--- config.mk ---
export PLATFORM = sky130hd
export DESIGN_NAME = fixed_huffman_symbol_decoder_flat
export DESIGN_NICKNAME = d
export VERILOG_FILES = /design/src/design/fhsd_pkg.sv /design/src/design/fhsd_if.sv /design/src/design/fhsd_core.sv /design/src/design/fixed_huffman_symbol_decoder.sv /design/src/flat_wrapper.sv
export VERILOG_INCLUDE_DIRS = /design/src /design/src/design
export SDC_FILE = /design/constraint.sdc
export NUM_CORES = 1
export LEC_CHECK = 0
export ABC_AREA = 1
export ABC_CLOCK_PERIOD_IN_PS = 19700
export BUFFER_PORTS_ARGS = -buffer_cell sky130_fd_sc_hd__buf_2
export CAP_MARGIN = 30
export CORE_MARGIN = 10
export CORE_UTILIZATION = 55
export DETAILED_ROUTE_END_ITERATION = 10
export PLACE_DENSITY = 0.74
export RECOVER_POWER = 50
export SETUP_SLACK_MARGIN = 0.2
export SYNTH_ARGS = -nofsm -noshare
export SYNTH_HDL_FRONTEND = slang
export SYNTH_SLANG_ARGS = --single-unit
--- constraint.sdc ---
create_clock -name clock -period 19.7 [get_ports clock]
set_input_delay 2.955 -clock clock [delete_from_list [all_inputs] [get_ports clock]]
set_output_delay 2.955 -clock clock [all_outputs]
set_load 0.01 [all_outputs]
--- src/design/fixed_huffman_symbol_decoder_assert.svh ---
// ---------------------------------------------------------------------------
// Assertion macros for the fixed Huffman symbol decoder
// Concurrent checks that compile away when ASSERT_OFF is defined.
// ---------------------------------------------------------------------------
`ifndef FIXED_HUFFMAN_SYMBOL_DECODER_ASSERT_SVH
`define FIXED_HUFFMAN_SYMBOL_DECODER_ASSERT_SVH

`ifndef ASSERT_OFF

// expression must hold at every clock edge outside reset
`define FHSD_ASSERT_ALWAYS(lbl, clk, rst, expr) \
   lbl: assert property (@(posedge clk) disable iff (rst) (expr)) \
      else $error("fhsd assertion failed");

// antecedent implies consequent in the same cycle
`define FHSD_ASSERT_IMPLY(lbl, clk, rst, ante, cons) \
   lbl: assert property (@(posedge clk) disable iff (rst) (ante) |-> (cons)) \
      else $error("fhsd assertion failed");

// antecedent implies consequent in the next cycle
`define FHSD_ASSERT_NEXT(lbl, clk, rst, ante, cons) \
   lbl: assert property (@(posedge clk) disable iff (rst) (ante) |=> (cons)) \
      else $error("fhsd assertion failed");

`else

`define FHSD_ASSERT_ALWAYS(lbl, clk, rst, expr)
`define FHSD_ASSERT_IMPLY(lbl, clk, rst, ante, cons)
`define FHSD_ASSERT_NEXT(lbl, clk, rst, ante, cons)

`endif

`endif

--- src/design/fhsd_pkg.sv ---
// ---------------------------------------------------------------------------
// fhsd_pkg
// Commands, status codes, item types and the length-code table.
// ---------------------------------------------------------------------------
`default_nettype none

package fhsd_pkg;

   typedef enum logic [1:0] {
      CMD_PUSH     = 2'd0,
      CMD_DECODE   = 2'd1,
      CMD_READ_LSB = 2'd2,
      CMD_READ_MSB = 2'd3
   } fhsd_cmd_type;

   typedef enum logic [1:0] {
      STAT_OK        = 2'd0,
      STAT_NEED_BITS = 2'd1,
      STAT_FULL      = 2'd2,
      STAT_INVALID   = 2'd3
   } fhsd_status_type;

   typedef struct packed {
      logic [1:0] cmd;
      logic [7:0] data_byte;
      logic [4:0] bit_count;
   } fhsd_item_type;

   typedef struct packed {
      fhsd_status_type status;
      logic [15:0]     result_value;
      logic [8:0]      match_length;
   } fhsd_result_type;

   typedef struct packed {
      logic [8:0] base;
      logic [2:0] nextra;
   } fhsd_len_type;

   // code thresholds of the fixed literal/length code (first bit is MSB)
   localparam logic [6:0] CODE7_LIMIT     = 7'd24;
   localparam logic [7:0] CODE8_LIT_LIMIT = 8'd192;
   localparam logic [7:0] CODE8_LEN_LIMIT = 8'd200;

   localparam logic [8:0] SYM_END_OF_BLOCK  = 9'd256;
   localparam logic [8:0] SYM_FIRST_LENGTH  = 9'd257;
   localparam logic [8:0] SYM_FIRST_INVALID = 9'd286;

   localparam logic [3:0] CODE_LEN_7 = 4'd7;
   localparam logic [3:0] CODE_LEN_8 = 4'd8;
   localparam logic [3:0] CODE_LEN_9 = 4'd9;

   localparam logic [4:0] MAX_RAW_BITS = 5'd16;
   localparam logic [8:0] MAX_MATCH    = 9'd258;

   // base length and extra-bit count for length symbols 257..285,
   // indexed by symbol minus 257
   function automatic fhsd_len_type fhsd_len_info(input logic [4:0] idx);
      fhsd_len_type r;
      logic [8:0]   i9;
      i9 = {4'b0, idx};
      if (idx == 5'd28) begin
         r.base = MAX_MATCH;              r.nextra = 3'd0;
      end else if (idx < 5'd8) begin
         r.base = i9 + 9'd3;              r.nextra = 3'd0;
      end else if (idx < 5'd12) begin
         r.base = 9'd11 + ((i9 - 9'd8) << 1);   r.nextra = 3'd1;
      end else if (idx < 5'd16) begin
         r.base = 9'd19 + ((i9 - 9'd12) << 2);  r.nextra = 3'd2;
      end else if (idx < 5'd20) begin
         r.base = 9'd35 + ((i9 - 9'd16) << 3);  r.nextra = 3'd3;
      end else if (idx < 5'd24) begin
         r.base = 9'd67 + ((i9 - 9'd20) << 4);  r.nextra = 3'd4;
      end else begin
         r.base = 9'd131 + ((i9 - 9'd24) << 5); r.nextra = 3'd5;
      end
      return r;
   endfunction

endpackage

`default_nettype wire

--- src/design/fhsd_if.sv ---
// ---------------------------------------------------------------------------
// fhsd_req_if / fhsd_rsp_if
// Valid/ready channels for command items and result items.
// ---------------------------------------------------------------------------
`default_nettype none

interface fhsd_req_if;
   logic       valid;
   logic       ready;
   logic [1:0] cmd;
   logic [7:0] data_byte;
   logic [4:0] bit_count;

   modport source (output valid, output cmd, output data_byte, output bit_count,
                   input ready);
   modport sink   (input valid, input cmd, input data_byte, input bit_count,
                   output ready);
endinterface

interface fhsd_rsp_if;
   logic        valid;
   logic        ready;
   logic [1:0]  status;
   logic [15:0] result_value;
   logic [8:0]  match_length;
   logic [5:0]  bits_held;

   modport source (output valid, output status, output result_value,
                   output match_length, output bits_held, input ready);
   modport sink   (input valid, input status, input result_value,
                   input match_length, input bits_held, output ready);
endinterface

`default_nettype wire

--- src/design/fhsd_core.sv ---
// ---------------------------------------------------------------------------
// fhsd_core
// Single-pass command logic: push, symbol decode, raw reads, next buffer.
// ---------------------------------------------------------------------------
`default_nettype none

module fhsd_core
   import fhsd_pkg::*;
#(
   parameter int BUFFER_BITS = 32
) (
   input  fhsd_item_type                            item,
   input  logic [BUFFER_BITS-1:0]                   buf_cur,
   input  logic [$clog2(BUFFER_BITS+1)-1:0]         fill_cur,
   output fhsd_result_type                          result,
   output logic [BUFFER_BITS-1:0]                   buf_in,
   output logic [$clog2(BUFFER_BITS+1)-1:0]         fill_in
);

   localparam int FILL_W = $clog2(BUFFER_BITS+1);
   localparam logic [FILL_W-1:0] PUSH_LIMIT = FILL_W'(BUFFER_BITS - 8);

   fhsd_cmd_type      cmd_e;
   logic [8:0]        rev9;
   logic [15:0]       rev16;
   logic [6:0]        code7;
   logic [7:0]        code8;
   logic [4:0]        cnt;
   logic [16:0]       mask17;
   logic [15:0]       raw_lsb;
   logic [15:0]       raw_msb;
   logic [3:0]        code_len;
   logic [8:0]        sym;
   fhsd_len_type      len;
   logic [4:0]        need;
   logic [4:0]        extra;
   logic [4:0]        take_n;
   logic              push_ok;

   assign cmd_e = fhsd_cmd_type'(item.cmd);

   // stream order with the first bit as MSB
   always_comb begin
      for (int i = 0; i < 9; i++) begin
         rev9[8-i] = buf_cur[i];
      end
      for (int i = 0; i < 16; i++) begin
         rev16[15-i] = buf_cur[i];
      end
   end

   assign code7 = rev9[8:2];
   assign code8 = rev9[8:1];

   assign cnt     = (item.bit_count > MAX_RAW_BITS) ? MAX_RAW_BITS : item.bit_count;
   assign mask17  = (17'd1 << cnt) - 17'd1;
   assign raw_lsb = buf_cur[15:0] & mask17[15:0];
   assign raw_msb = rev16 >> (MAX_RAW_BITS - cnt);

   // match the code against the 7-, 8- and 9-bit ranges
   always_comb begin
      code_len = 4'd0;
      sym      = 9'd0;
      if (fill_cur >= FILL_W'(7)) begin
         if (code7 < CODE7_LIMIT) begin
            code_len = CODE_LEN_7;
            sym      = {2'b0, code7} + 9'd256;
         end else if (fill_cur >= FILL_W'(8)) begin
            if (code8 < CODE8_LIT_LIMIT) begin
               code_len = CODE_LEN_8;
               sym      = {1'b0, code8} - 9'd48;
            end else if (code8 < CODE8_LEN_LIMIT) begin
               code_len = CODE_LEN_8;
               sym      = {1'b0, code8} + 9'd88;
            end else if (fill_cur >= FILL_W'(9)) begin
               code_len = CODE_LEN_9;
               sym      = rev9 - 9'd256;
            end
         end
      end
   end

   assign len   = fhsd_len_info(5'(sym - SYM_FIRST_LENGTH));
   assign need  = {1'b0, code_len} + {2'b0, len.nextra};
   // length codes are 7 or 8 bits long; extra bits follow straight after
   assign extra = ((code_len == CODE_LEN_7) ? buf_cur[11:7] : buf_cur[12:8])
                  & ~(5'b11111 << len.nextra);

   always_comb begin
      result.status       = STAT_OK;
      result.result_value = 16'd0;
      result.match_length = 9'd0;
      take_n              = 5'd0;
      push_ok             = 1'b0;
      unique case (cmd_e)
         CMD_PUSH: begin
            if (fill_cur > PUSH_LIMIT) begin
               result.status = STAT_FULL;
            end else begin
               push_ok = 1'b1;
            end
         end
         CMD_DECODE: begin
            if (code_len == 4'd0) begin
               result.status = STAT_NEED_BITS;
            end else if (sym >= SYM_FIRST_INVALID) begin
               result.status       = STAT_INVALID;
               result.result_value = {7'b0, sym};
               take_n              = {1'b0, code_len};
            end else if (sym <= SYM_END_OF_BLOCK) begin
               result.result_value = {7'b0, sym};
               take_n              = {1'b0, code_len};
            end else if (fill_cur < FILL_W'(need)) begin
               result.status = STAT_NEED_BITS;
            end else begin
               result.result_value = {7'b0, sym};
               result.match_length = len.base + {4'b0, extra};
               take_n              = need;
            end
         end
         CMD_READ_LSB, CMD_READ_MSB: begin
            if (fill_cur < FILL_W'(cnt)) begin
               result.status = STAT_NEED_BITS;
            end else begin
               result.result_value = (cmd_e == CMD_READ_LSB) ? raw_lsb : raw_msb;
               take_n              = cnt;
            end
         end
         default: begin
            result.status = STAT_OK;
         end
      endcase
   end

   always_comb begin
      if (push_ok) begin
         buf_in  = buf_cur | (BUFFER_BITS'(item.data_byte) << fill_cur);
         fill_in = fill_cur + FILL_W'(8);
      end else begin
         buf_in  = buf_cur >> take_n;
         fill_in = fill_cur - FILL_W'(take_n);
      end
   end

endmodule

`default_nettype wire

--- src/design/fixed_huffman_symbol_decoder.sv ---
// ---------------------------------------------------------------------------
// fixed_huffman_symbol_decoder
// Deflate bit reader with fixed-code literal/length symbol decoding.
// ---------------------------------------------------------------------------
// Takes one command per transfer on req_chan and returns exactly one result
// per command on rsp_chan, in order. Commands: push a byte into the bit
// buffer (LSB first), decode one fixed-Huffman literal/length symbol along
// with its length extra bits, or read 0..16 raw bits LSB-first or MSB-first.
// A command that cannot finish with the bits held reports "need bits" and
// consumes nothing; a push into a full buffer is refused with "buffer full".
// A request is captured in the input register; the command logic executes
// it when the result register is free or its result is being taken, and
// loads the result there. Throughput is one command per clock while the
// receiver keeps ready high. These two registers bracket the command logic,
// which reads and updates the bit buffer in the same cycle, so each command
// sees the buffer left by the one before it. BUFFER_BITS sets the buffer
// size (24..64); bits_held reports the fill modulo 64.
// ---------------------------------------------------------------------------
`default_nettype none

`include "fixed_huffman_symbol_decoder_assert.svh"

module fixed_huffman_symbol_decoder
   import fhsd_pkg::*;
#(
   parameter int BUFFER_BITS = 32
) (
   input  logic           clock,
   input  logic           reset,
   fhsd_req_if.sink       req_chan,
   fhsd_rsp_if.source     rsp_chan
);

   localparam int FILL_W = $clog2(BUFFER_BITS+1);

   // input stage
   logic                    in_valid_ff, in_valid_in;
   fhsd_item_type           in_item_ff,  in_item_in;

   // bit buffer state
   logic [BUFFER_BITS-1:0]  buf_ff,  buf_in;
   logic [FILL_W-1:0]       fill_ff, fill_in;

   // result stage
   logic                    out_valid_ff, out_valid_in;
   fhsd_result_type         out_res_ff,   out_res_in;
   logic [5:0]              out_held_ff,  out_held_in;

   fhsd_result_type         core_res;
   logic [BUFFER_BITS-1:0]  core_buf;
   logic [FILL_W-1:0]       core_fill;
   logic                    advance;
   logic                    req_xfer;

   fhsd_core #(
      .BUFFER_BITS (BUFFER_BITS)
   ) u_core (
      .item     (in_item_ff),
      .buf_cur  (buf_ff),
      .fill_cur (fill_ff),
      .result   (core_res),
      .buf_in   (core_buf),
      .fill_in  (core_fill)
   );

   // the held command executes whenever the result register is free or
   // its result is being taken this cycle
   assign advance  = in_valid_ff && (!out_valid_ff || rsp_chan.ready);
   assign req_chan.ready = !in_valid_ff || advance;
   assign req_xfer = req_chan.valid && req_chan.ready;

   always_comb begin
      in_valid_in  = in_valid_ff;
      in_item_in   = in_item_ff;
      buf_in       = buf_ff;
      fill_in      = fill_ff;
      out_valid_in = out_valid_ff;
      out_res_in   = out_res_ff;
      out_held_in  = out_held_ff;

      // drop the result once it has been taken
      if (out_valid_ff && rsp_chan.ready) begin
         out_valid_in = 1'b0;
      end

      // execute: commit buffer state and load the result register
      if (advance) begin
         in_valid_in  = 1'b0;
         buf_in       = core_buf;
         fill_in      = core_fill;
         out_valid_in = 1'b1;
         out_res_in   = core_res;
         out_held_in  = 6'(core_fill);
      end

      // capture a new command behind the one that advances
      if (req_xfer) begin
         in_valid_in          = 1'b1;
         in_item_in.cmd       = req_chan.cmd;
         in_item_in.data_byte = req_chan.data_byte;
         in_item_in.bit_count = req_chan.bit_count;
      end
   end

   always_ff @(posedge clock) begin
      if (reset) begin
         in_valid_ff  <= 1'b0;
         out_valid_ff <= 1'b0;
         buf_ff       <= '0;
         fill_ff      <= '0;
      end else begin
         in_valid_ff  <= in_valid_in;
         out_valid_ff <= out_valid_in;
         buf_ff       <= buf_in;
         fill_ff      <= fill_in;
      end
      in_item_ff  <= in_item_in;
      out_res_ff  <= out_res_in;
      out_held_ff <= out_held_in;
   end

   assign rsp_chan.valid        = out_valid_ff;
   assign rsp_chan.status       = out_res_ff.status;
   assign rsp_chan.result_value = out_res_ff.result_value;
   assign rsp_chan.match_length = out_res_ff.match_length;
   assign rsp_chan.bits_held    = out_held_ff;

   // fill never passes the buffer size
   `FHSD_ASSERT_ALWAYS(a_fill_bound, clock, reset, fill_ff <= FILL_W'(BUFFER_BITS))

   // bits at or above the fill level stay zero
   `FHSD_ASSERT_ALWAYS(a_clean_top, clock, reset, (buf_ff >> fill_ff) == '0)

   // an accepted push grows the fill by one byte
   `FHSD_ASSERT_NEXT(a_push_grows, clock, reset,
      advance && core_res.status == STAT_OK && in_item_ff.cmd == CMD_PUSH,
      fill_ff == $past(fill_ff) + FILL_W'(8))

   // refused or short commands leave the buffer untouched
   `FHSD_ASSERT_NEXT(a_refuse_holds, clock, reset,
      advance && (core_res.status == STAT_NEED_BITS || core_res.status == STAT_FULL),
      $stable(fill_ff) && $stable(buf_ff))

   // reported fill matches the buffer state after the command
   `FHSD_ASSERT_IMPLY(a_held_match, clock, reset, out_valid_ff && !in_valid_ff,
      out_held_ff == 6'(fill_ff))

endmodule

`default_nettype wire

--- src/flat_wrapper.sv ---
// flat-port wrapper written by rule: the top's interface ports become plain ports
module fixed_huffman_symbol_decoder_flat import fhsd_pkg::*;
#(
   parameter int BUFFER_BITS = 32
)
  (clock, reset, req_chan_valid, req_chan_cmd, req_chan_data_byte, req_chan_bit_count, req_chan_ready, rsp_chan_valid, rsp_chan_status, rsp_chan_result_value, rsp_chan_match_length, rsp_chan_bits_held, rsp_chan_ready);
  fhsd_req_if req_chan_i ();
  fhsd_rsp_if rsp_chan_i ();
  input  logic clock;
  input  logic reset;
  input wire logic [$bits(req_chan_i.valid)-1:0] req_chan_valid;
  input wire logic [$bits(req_chan_i.cmd)-1:0] req_chan_cmd;
  input wire logic [$bits(req_chan_i.data_byte)-1:0] req_chan_data_byte;
  input wire logic [$bits(req_chan_i.bit_count)-1:0] req_chan_bit_count;
  output wire logic [$bits(req_chan_i.ready)-1:0] req_chan_ready;
  output wire logic [$bits(rsp_chan_i.valid)-1:0] rsp_chan_valid;
  output wire logic [$bits(rsp_chan_i.status)-1:0] rsp_chan_status;
  output wire logic [$bits(rsp_chan_i.result_value)-1:0] rsp_chan_result_value;
  output wire logic [$bits(rsp_chan_i.match_length)-1:0] rsp_chan_match_length;
  output wire logic [$bits(rsp_chan_i.bits_held)-1:0] rsp_chan_bits_held;
  input wire logic [$bits(rsp_chan_i.ready)-1:0] rsp_chan_ready;
  assign req_chan_i.valid = req_chan_valid;
  assign req_chan_i.cmd = req_chan_cmd;
  assign req_chan_i.data_byte = req_chan_data_byte;
  assign req_chan_i.bit_count = req_chan_bit_count;
  assign req_chan_ready = req_chan_i.ready;
  assign rsp_chan_valid = rsp_chan_i.valid;
  assign rsp_chan_status = rsp_chan_i.status;
  assign rsp_chan_result_value = rsp_chan_i.result_value;
  assign rsp_chan_match_length = rsp_chan_i.match_length;
  assign rsp_chan_bits_held = rsp_chan_i.bits_held;
  assign rsp_chan_i.ready = rsp_chan_ready;
  fixed_huffman_symbol_decoder #(.BUFFER_BITS(BUFFER_BITS)) u_core (.clock(clock), .reset(reset), .req_chan(req_chan_i), .rsp_chan(rsp_chan_i));
endmodule
==> results of run 1 <==
-- final cells by class --
class | instances | area share, %
clock buffers | 9 | 2.30
clock inverters | 7 | 0.702
inverters | 165 | 6.32
multi-input cells | 1148 | 62.1
flip-flops and latches | 88 | 22.9
well taps | 220 | 2.81
repair buffers | 61 | 2.88
-- final timing paths --
check | end | startpoint | slack, ps
worst max register to register | u_core.fill_ff[4] | u_core.fill_ff[3] | 10470
worst min-delay path | u_core.buf_ff[27] | u_core.buf_ff[27] | 510
worst max-delay path | u_core.fill_ff[4] | u_core.fill_ff[3] | 10470
worst min register to register | u_core.buf_ff[27] | u_core.buf_ff[27] | 510
-- flip-flops by register name, summed over array words and instances (netlist names) --
register                      count
u_core.buf_ff                    32
u_core.fill_ff                    6
u_core.in_item_ff                15
u_core.in_valid_ff                1
u_core.rsp_chan.bits_held         6
u_core.rsp_chan.match_length      9
u_core.rsp_chan.result_value     16
u_core.rsp_chan.status            2
u_core.rsp_chan.valid             1
-- stage by stage --
| step | instances | power, mW | setup WS (ps) | hold slack [ps] | utilization, % |
|---|---|---|---|---|---|
| after CTS | 1698 | 0.923 | 11180 | 512 | 59.6 |
| final | 1698 | 0.932 | 10470 | 511 | 59.1 |
| after global routing | 1698 | 0.999 | 9800 | 540 | 59.1 |
| after floorplan | 1466 | 0.616 | 13040 | 478 | - |
| after detailed placement | 1682 | 0.745 | 11200 | 501 | 57.8 |
| after global placement | 1679 | 0.744 | 11520 | 492 | 57.5 |
-- report_power, final --
group	switching, mW	total (mW)	internal [mW]
sequential	0.0201	0.230	0.210
combinational	0.360	0.523	0.163
clock	0.0886	0.178	0.0898
total	0.468	0.932	0.463
-- Yosys cell counts, types with 5 or more instances --
cell type / instances
o21ai_0: 142
nor2_1: 139
nand4_1: 16
o21ai_2: 5
nand2_1: 344
xnor2_1: 6
xor2_1: 8
nand2_2: 15
nor3_1: 16
o21ai_1: 12
a221oi_2: 8
nand3_1: 184
a211oi_1: 9
o211ai_1: 12
dfxtp_1: 40
clkbuf_1: 37
o22ai_1: 8
a31oi_1: 13
ha_1: 47
inv_2: 13
nand2_4: 7
a21oi_2: 5
buf_2: 16
edfxtp_1: 48
nor2_4: 7
a21oi_1: 94
or2_2: 5
inv_1: 149
-- layer usage --
| metal | wire (um) | GRT usage [%] | vias up |
|---|---|---|---|
| met2 | 15000 | 46.7 | 563 |
| li1 | - | - | 4972 |
| met1 | 13400 | 35.9 | 4646 |
| met3 | 2710 | 4.53 | 104 |
| met5 | 0 | 0 | - |
| met4 | 1590 | 14.8 | 0 |
-- worst max-delay path: cells and delay by family, from the launching register on --
| kind | cells | cell delay, ps |
|---|---|---|
| simple gates | 14 | 3430 |
| buf+inv | 9 | 1070 |
| xor+xnor | 2 | 430 |
| flops | 1 | 740 |
| compound gates | 7 | 1270 |
| fa+ha+maj | 7 | 2140 |
-- cell families after synthesis --
family	after synthesis
flip-flops	88
AND/OR/NAND/NOR	749
AO/OA/AOI/OAI	334
buffers and inverters	230
adder cells (fa/ha/maj)	50
multiplexers	1
XOR/XNOR	14
==> flow_summary.yaml, run 1 <==
placed_design:
  place_congestion: 1.03
  dpl_cell_area_mm2: 0.00959
  dp_hpwl_mm: 25.0
  port_buffers: 53
worst_hold_path:
  hold_class: "register to register"
  hold_depth: 2
power_and_ir_drop:
  vdd_drop_max_v: 0.0000487
  leakagePower_nw: 4.35
  power_density_mw_per_mm2: 95.0
clock_tree:
  cts_setup_buffers: 0
  clockBufferDepth: 2
  h-tree-depth: 3
  postCtsHoldBufs: 0
  cts_resized: 0
  clk_pin_slew_worst_paths_ps: 80
  cts_root_buf: "clkbuf_16"
  cts_tree: "built"
  clock_latency_ps: 360
  cts_buffers: 9
  clock_sinks: 88
yosys:
  synth_xor_area_share_pct: 1.32
  synthTopCellsByArea: "edfxtp_1 (15%), nand2_1 (14%), nand3_1 (9.9%)"
  async_reset_ff_share_pct: 0
  synth_nets: 1535
  synth-edff-count: 48
  synth_fa_ha_area_share_pct: 6.97
  synth_cells: 1466
  ys_types: 60
  yosysTopAreaCellShare_pct: 15.5
  synth-compound-area-share_pct: 21.2
  synth_top_family_by_area: "simple AND/OR/NAND/NOR gates"
  yosys.area_share.simple_pct: 36.0
  synth_seq_cells: 88
  syn_area_per_cell_um2: 6.34
  syn_area_mm2: 0.00930
  ys_seq_area_share_pct: 24.1
  synth_warnings: 0
  yosysTopAreaCell: "edfxtp_1"
  synthMuxAreaShare_pct: 0.108
  synth-main-ff-cell: "edfxtp_1"
cells_and_area:
  nets: 1542
  final_common_cell: "nand2_1"
  diodes: 0
  ff_latch_area_mm2: 0.00224
  most-common-layout-cells: "nand2_1 (344), nand3_1 (184), inv_1 (149)"
  finalInstanceArea_mm2: 0.00981
  multi_input_area_mm2: 0.00609
  fill_cells: 1690
  syn_to_final_growth_pct: 5.45
  drive_gt1_share_pct: 7.85
setup_path:
  path_max_fanout: 38
  start_kind: "register"
  slowest_delay_ps: 790
  reg2reg_depth: 39
  cp.arrival_ps: 9490
  slowest_stage: "nor2_1"
  critPathKind: "register to register"
  crit_required_ps: 19960
  cp-end-kind: "register"
timing:
  setup_viol: 0
  relSlewSlack_pct: -14.7
  final_hold_viol_count: 0
  finalCriticalPeriod_ps: 9230
  finClkSkew_ps: 14.9
  max_clock_freq_mhz: 108
  max_slew.worst_pin.slew_ps: 1720
  final.setup.tns_ps: 0
  maxSlewViolCount: 57
  rsz0062_at_grt: "false"
  period_share_pct: 46.9
status:
  status: "finished with violations"
  violations: "capacitance limit, slew limit"
grt:
  grt_pass1_wl_mm: 50.8
  grt_max_degree: 59
  grt_pass1_vias: 9337
  grt_antenna_before_repair: 0
  track_usage_pct: 28.7
  grt.overflow.total: 0
detailed_routing:
  wl_mm: 32.7
  drtAntennaViolNets: 0
  drc: 0
  routed_via_density: 6.06
  firstDrtPassIters: 7
  drt_iter0_drc: 1286
  wire_per_inst_um: 19.3
  vias: 10300
die:
  coreArea_mm2: 0.0166
  dieWidth_um: 150
  pin_count: 54
  fp.dieH_um: 150
  dieArea_mm2: 0.0225
  start_util_pct: 56.1
  rows: 47
flow_run:
  drv_cap: 2
No activity file was read; power rests on OpenSTA's default activity.
==> run 2: changes to the inputs <==
--- a/config.mk
+++ b/config.mk
@@ -7,7 +7,7 @@
 export NUM_CORES = 1
 export LEC_CHECK = 0
 export ABC_AREA = 1
-export ABC_CLOCK_PERIOD_IN_PS = 19700
+export ABC_CLOCK_PERIOD_IN_PS = 9000
 export BUFFER_PORTS_ARGS = -buffer_cell sky130_fd_sc_hd__buf_2
 export CAP_MARGIN = 30
 export CORE_MARGIN = 10
==> constraint.sdc (replaced) <==
create_clock -name clock -period 9 [get_ports clock]
set_input_delay 1.35 -clock clock [delete_from_list [all_inputs] [get_ports clock]]
set_output_delay 1.35 -clock clock [all_outputs]
set_load 0.01 [all_outputs]
==> run 2 against run 1 <==
Against the previous run: the run still ends with capacitance limit, slew limit left; count of clock-buffer cells in the layout is the same; first-iteration DRC count shrank 5.3%; wire length grew 1.2%; fmax grew 15%; sequential share of layout area shrank 0.13 points; flip-flop and latch count is the same; highest routed layer unchanged.
==> flow_summary.yaml, run 2 (same netlist as run 1, synthesis figures left out) <==
status:
  status: "finished with violations"
  violations: "capacitance limit, slew limit"
grt:
  grt_antenna_before_repair: 0
  grt.overflow.total: 0
  track_usage_pct: 28.7
  grt_max_degree: 59
  grt_pass1_vias: 9285
  grt_pass1_wl_mm: 50.9
timing:
  rsz0062_at_grt: "false"
  finalCriticalPeriod_ps: 8040
  maxSlewViolCount: 27
  finClkSkew_ps: 17.5
  setup_viol: 0
  final.setup.tns_ps: 0
  max_slew.worst_pin.slew_ps: 1560
  relSlewSlack_pct: -4.16
  max_clock_freq_mhz: 124
  period_share_pct: 89.3
  final_hold_viol_count: 0
clock_tree:
  cts_resized: 0
  postCtsHoldBufs: 0
  clk_pin_slew_worst_paths_ps: 80
  clock_latency_ps: 370
  clockBufferDepth: 2
  h-tree-depth: 3
  clock_sinks: 88
  cts_tree: "built"
  cts_setup_buffers: 0
  cts_root_buf: "clkbuf_16"
  cts_buffers: 9
placed_design:
  dpl_cell_area_mm2: 0.00961
  dp_hpwl_mm: 25.2
  port_buffers: 53
  place_congestion: 1.02
  dp.cells: 1688
die:
  pin_count: 54
  fp.dieH_um: 150
  start_util_pct: 56.1
  coreArea_mm2: 0.0166
  dieArea_mm2: 0.0225
  rows: 47
  dieWidth_um: 150
setup_path:
  slowest_stage: "dfxtp_1"
  slowest_delay_ps: 540
  crit_required_ps: 9270
  crit_path_frequent_cell: "nand2_1"
  cp.arrival_ps: 8310
  cp-end-kind: "register"
  path_max_fanout: 30
  start_kind: "register"
  critPathKind: "register to register"
flow_run:
  drv_cap: 1
detailed_routing:
  drtAntennaViolNets: 0
  routed_via_density: 6.08
  vias: 10400
  drt_iter0_drc: 1218
  wl_mm: 33.1
  drc: 0
  firstDrtPassIters: 5
  wire_per_inst_um: 19.4
power_and_ir_drop:
  power_density_mw_per_mm2: 208
  vdd_drop_max_v: 0.000102
  finalPower_mw: 2.05
  leakagePower_nw: 4.40
cells_and_area:
  nets: 1548
  fill_cells: 1678
  diodes: 0
  final_common_cell: "nand2_1"
  final_core_util_pct: 59.5
  largest_reg_flops: 32
  syn_to_final_growth_pct: 6.07
  finalInstanceArea_mm2: 0.00986
  drive_gt1_share_pct: 8.63
  top_register: "u_core.buf_ff"
  instances_no_fill: 1704
  most-common-layout-cells: "nand2_1 (343), nand3_1 (184), inv_1 (149)"
worst_hold_path:
  hold_class: "register to register"
run 2: layout make-up:
| cell class | count | area [um2] | area share [%] |
|---|---|---|---|
| multi-input cells | 1148 | 6100 | 61.9 |
| flip-flops and latches | 88 | 2240 | 22.7 |
| clock buffers | 9 | 225 | 2.28 |
| inverters | 165 | 619 | 6.28 |
| clock inverters | 7 | 68.8 | 0.698 |
| well taps | 220 | 275 | 2.79 |
| repair buffers | 67 | 330 | 3.35 |
run 2: final timing paths:
check                         start                 to  slack (ps)  cells past startpoint
setup / recovery   u_core.buf_ff[3]  u_core.fill_ff[5]         960                     41
hold / removal    u_core.buf_ff[26]  u_core.buf_ff[26]         520                      2
setup reg to reg   u_core.buf_ff[3]  u_core.fill_ff[5]         960                     41
hold reg to reg   u_core.buf_ff[26]  u_core.buf_ff[26]         520                      2
run 2: power breakdown:
part	switching (mW)	internal (mW)	leakage, nW	total (mW)
Clock	0.201	0.197	0.146	0.398
Sequential	0.0377	0.459	0.790	0.497
Combinational	0.795	0.361	3.46	1.16
run 2: worst max-delay path: cells and delay by family, from the launching register on:
| family | cells | cell delay, ps |
|---|---|---|
| flops | 1 | 540 |
| compound gates | 10 | 1860 |
| buf+inv | 9 | 1410 |
| simple gates | 14 | 1710 |
| xor+xnor | 1 | 200 |
| fa+ha+maj | 7 | 2170 |
run 2: through the flow:
step	worst slack (ps)	hold WS, ps
after floorplan	2340	478
after global placement	1270	493
after detailed placement	1220	501
after CTS	1190	511
after global routing	441	530
final	963	515
run 2: per-layer routing:
metal	up-vias	part of all wire [%]	wire, um	track usage (%)
met1	4717	40	13300	35.8
met5	-	0	0	0
met4	0	5.1	1690	14.6
li1	4986	-	-	-
met3	106	9.4	3100	5.62
met2	543	45	15100	46.1
